`config.mk`:
```
export PLATFORM = sky130hd
export DESIGN_NAME = fed_mul
export DESIGN_NICKNAME = d
export VERILOG_FILES = /design/src/fed_pkg.sv /design/src/fed_mul.sv
export SDC_FILE = /design/constraint.sdc
export NUM_CORES = 1
export LEC_CHECK = 0
export ABC_AREA = 1
export BUFFER_PORTS_ARGS = -buffer_cell sky130_fd_sc_hd__buf_2
export CORE_AREA = 2 2 182 184
export CTS_BUF_LIST = sky130_fd_sc_hd__clkbuf_4 sky130_fd_sc_hd__clkbuf_8
export DETAILED_ROUTE_END_ITERATION = 7
export DIE_AREA = 0 0 184 186
export GPL_TIMING_DRIVEN = 0
export PLACE_DENSITY = 0.77
export SYNTH_ARGS = -nofsm -noshare
export SYNTH_HDL_FRONTEND = slang
export SYNTH_SLANG_ARGS = --single-unit
```
`constraint.sdc`:
```
create_clock -name clk -period 13.25 [get_ports clk]
set_clock_uncertainty 0.15 [all_clocks]
set_input_delay 1.325 -clock clk [delete_from_list [all_inputs] [get_ports clk]]
set_output_delay 1.325 -clock clk [all_outputs]
set_load 0.02 [all_outputs]
```
`src/fed_pkg.sv`:
```
// ----------------------------------------------------------------------------
// fed_pkg: shared types and constants of the feedback echo delay
// Register codes, field widths, reset values and the gain rounding constants.
// ----------------------------------------------------------------------------
package fed_pkg;

	localparam int LEN_W     = 17;
	localparam int GAIN_W    = 16;
	localparam int CFG_W     = 17;
	localparam int CFG_IDX_W = 2;
	localparam int FRAC_W    = 16;

	typedef logic [CFG_W-1:0]     cfg_data_t;
	typedef logic [CFG_IDX_W-1:0] cfg_index_t;
	typedef logic [LEN_W-1:0]     len_t;
	typedef logic [GAIN_W-1:0]    gain_t;

	typedef enum logic [CFG_IDX_W-1:0] {
		REG_DELAY_LENGTH  = 2'd0,
		REG_FEEDBACK_GAIN = 2'd1,
		REG_MIX_LEVEL     = 2'd2
	} reg_index_t;

	localparam len_t  DELAY_RESET     = 17'd24000;
	localparam gain_t GAIN_RESET      = 16'd0;
	localparam gain_t MIX_RESET       = 16'd32768;
	// zero gain stands for roughly 0.1 in Q0.16
	localparam gain_t GAIN_ZERO_SUBST = 16'd6554;
	localparam int    ROUND_HALF      = 32768;

endpackage

```
`src/fed_mul.sv`:
```
// ----------------------------------------------------------------------------
// fed_mul: shared Q0.16 scaling unit
// Signed word times unsigned Q0.16 gain, round half up, registered result.
// ----------------------------------------------------------------------------
module fed_mul #(
	parameter int SAMPLE_BITS = 24
) (
	input  logic                          clk,
	input  logic                          en,
	input  logic signed [SAMPLE_BITS-1:0] a,
	input  fed_pkg::gain_t                b,
	output logic signed [SAMPLE_BITS-1:0] result_q
);
	import fed_pkg::*;

	localparam int PW = SAMPLE_BITS + GAIN_W + 1;

	logic signed [PW-1:0] prod;
	logic signed [PW-1:0] rounded;

	always_comb begin
		prod    = PW'(a) * PW'($signed({1'b0, b}));
		rounded = prod + PW'(ROUND_HALF);
	end

	// arithmetic drop of the fraction is a floor; magnitude never grows
	always_ff @(posedge clk) begin
		if (en) begin
			result_q <= rounded[FRAC_W +: SAMPLE_BITS];
		end
	end
endmodule

```
==> results_dict.tcl <==
set metrics [dict create \
    final_critical_path_setup_slack_ns 5.74 \
    timing.critical_path.to_type "flop" \
    path_cells "buf_2 -> clkbuf_1 -> nand2_1 -> fa_1 -> inv_1 -> fa_1 -> inv_1 -> fa_1 -> fa_1 -> inv_1 -> fa_1 -> inv_1 -> fa_1 -> inv_1 -> ha_1 -> nand2_1 -> nor2_1 -> inv_1 -> nor3_1 -> nand3_1 -> nand4_1 -> nand2_1" \
    synth_compound_area_share_pct 2.86 \
    dominantRegCellSynth "edfxtp_1" \
    holdCritPathClass "input port to flop" \
    row_count 66 \
    drtPass1Iterations 7 \
    simple_gate_share_of_the_synthesized_area_pct 15.6 \
    worst_setup_path_start_kind "input port" \
    globalplace.congestion 0.935 \
    synth.most_common_cell "inv_1" \
    max_cap_violations 0 \
    area.growth.synth_to_final_pct 4.82 \
    worst_slew_pin_slew_ns 0.878 \
    crit_path_max_fanout 10 \
    postSynthCellCount 2094 \
    dr_total_vias 13000 \
    final.hold.worst_slack_ns 1.41 \
    worst_slew_margin_rel_pct 41.5 \
    cts.reportedPaths.clkPinSlew_ns 0.07 \
    initial_utilization_pct 49.4 \
    grt_start_max_net_pins 25 \
    synth.cell_area_mm2 0.0159 \
    yosysSeqAreaShare_pct 4.53 \
    crit_start "b[7]" \
    slowest_stage "clkbuf_1" \
    ctsHtreeMaxLevel 1 \
    die_width_um 184 \
    post_synth_mux_area_share_pct 0 \
    timing.critical_path.to "result_q[22]$_DFFE_PP_" \
    vias_per_cell 5.10 \
    finalSetupTns_ns 0 \
    final_critical_period_ns 7.51 \
    final_design_area_no_fill_mm2 0.0167 \
    drcViolationCount 0 \
    synthXorXnorAreaFrac_pct 1.21 \
    half_perimeter_wire_length_after_placement_um 36700 \
    io-pin-count 66 \
    seq_area_um2 721 \
    top_register "result_q" \
    status "finished, final reports clean" \
    wl_um 42500 \
    ant_nets 0 \
    core_area_mm2 0.0322 \
    rsz0062_at_grt "false" \
    synthDominantAreaCellType "fa_1" \
    multiInputGateArea_mm2 0.0120 \
    cts.sink_count 24 \
    worst-setup-path-type "input port to flop" \
    critical_path_arrival_ns 7.37 \
    grt_pass1_vias 14000 \
    number_of_diodes_added_for_antenna_fixing 0 \
    numPortBuffers 43 \
    setup_viol 0 \
    route.detailed.wl_per_inst_um 16.7 \
    max_ffs_per_register 24 \
    synth-seq-cells 24 \
    synth-adder-area-share_pct 55.8 \
    fin_nets 2670 \
    place_ws_ns 5.54 \
    critPathRequiredTime_ns 13.11 \
    biggestRegsByFlops "result_q x24" \
    yosys_warning_total 0 \
    cts.repair_timing.setup_buffer_count 0 \
    synthesis.area_per_instance_um2 7.59 \
    cts_root_buf "clkbuf_8" \
    cts_inserted_buffers 3 \
    number_of_flops_mapped_to_enable_cells_by_yosys 24 \
    min-delay-start "en" \
    die_area_mm2 0.0342 \
    layout-drive-gt1-share_pct 3.27 \
    grt_pass1_wl_um 69800 \
    synth_cell_type_count 32 \
    clock_tree_buf_depth 2 \
    crit_path_max_incr_delay_ns 0.65 \
    top_cell_types_by_occurrence_after_synthesis "762 x inv_1, 525 x nand2_1, 371 x fa_1, 115 x ha_1, 78 x clkbuf_1" \
    fmax_mhz 133 \
    synthesis.nets 2622 \
    netlist.area_leader.share_pct 46.7 \
    postCtsResizedCells 0 \
    globalRoute.totalOverflow 0 \
    placed_area_mm2 0.0166 \
    grt_use_total_pct 26.5 \
    cts_tree "yes" \
    synth_top_cells_by_area "fa_1 47%, inv_1 18%, nand2_1 12%, ha_1 9.0%, edfxtp_1 4.5%" \
    synth_top_family_by_area "adder cells" \
    finalHoldViolCount 0 \
    dieHeight_um 186 \
    cts_hold_buffers 0 \
    final.period_utilization_pct 56.7 \
    grt_antenna_before_repair 0 \
    async_reset_ff_share_pct 0 \
    final-max-slew-violation-count 0 \
    fillerInstances 3096 \
    drt_iter0_markers 1099 \
]
## layer usage
metal	global-route usage, %	part of all wire [%]
met4	14.0	6.2
met1	32.2	37
met2	46.2	48
met3	3.52	8.5
met5	0	0
## area by class of cell
cell class	instances	area share (%)
Sequential cell	24	4.32
Buffer	78	1.76
Inverter	769	17.3
Timing Repair Buffer	43	1.29
Clock buffer	3	0.248
Multi-Input combinational cell	1223	72.0
Tap cell	408	3.06
## stage by stage
step | utilization [%] | instances
final | 51.8 | 2548
after global routing | 51.8 | 2548
after CTS | 51.8 | 2548
after detailed placement | 51.6 | 2545
after global placement | 51.6 | 2545
after floorplan | - | 2094
## cell families (layout without fill, tap and decap cells)
| logic type | count (synthesis) | after routing |
|---|---|---|
| and+or+nand+nor | 635 | 635 |
| adders and majority gates | 486 | 486 |
| DFF | 24 | 24 |
| xor gates and xnor gates | 22 | 22 |
| AOI/OAI and AO/OA | 80 | 80 |
| buffers and inverters | 847 | 893 |
## cell usage in the layout (no fill, tap or decap), drive strengths merged
cell type | netlist | final
o311ai | 1 | 1
edfxtp | 24 | 24
nand2 | 532 | 532
nand4 | 3 | 3
nor2 | 62 | 62
o21ai | 21 | 21
o211ai | 1 | 1
ha | 115 | 115
or2 | 1 | 1
nand3b | 1 | 1
nor4 | 1 | 1
clkbuf | 78 | 81
xnor2 | 8 | 8
inv | 769 | 769
xor2 | 14 | 14
fa | 371 | 371
buf | 0 | 43
a21oi | 40 | 40
and3 | 3 | 3
a21o | 6 | 6
a211oi | 1 | 1
o21bai | 6 | 6
nor3 | 6 | 6
a31oi | 2 | 2
a21boi | 2 | 2
nand3 | 26 | 26
## how the worst min path moves through the flow
stage,depth (start not counted),slack (ns),to
3_5_place_dp,1,1.62,result_q[2]
2_1_floorplan,0,1.29,result_q[0]$_DFFE_PP_
6_report,1,1.41,result_q[1]$_DFFE_PP_
5_1_grt,1,1.44,result_q[0]$_DFFE_PP_
4_1_cts,1,1.42,result_q[0]$_DFFE_PP_
3_3_place_gp,1,1.62,result_q[8]
## critical path: cells and delay by family
| family | cells | cell delay (ns) |
|---|---|---|
| buf+inv | 8 | 1.38 |
| simple gates | 7 | 1.02 |
| fa+ha+maj | 7 | 3.63 |
Power is left out: the tool's default activity adds up to more than one toggle a clock period on the data nets, which glitch-free logic cannot reach.
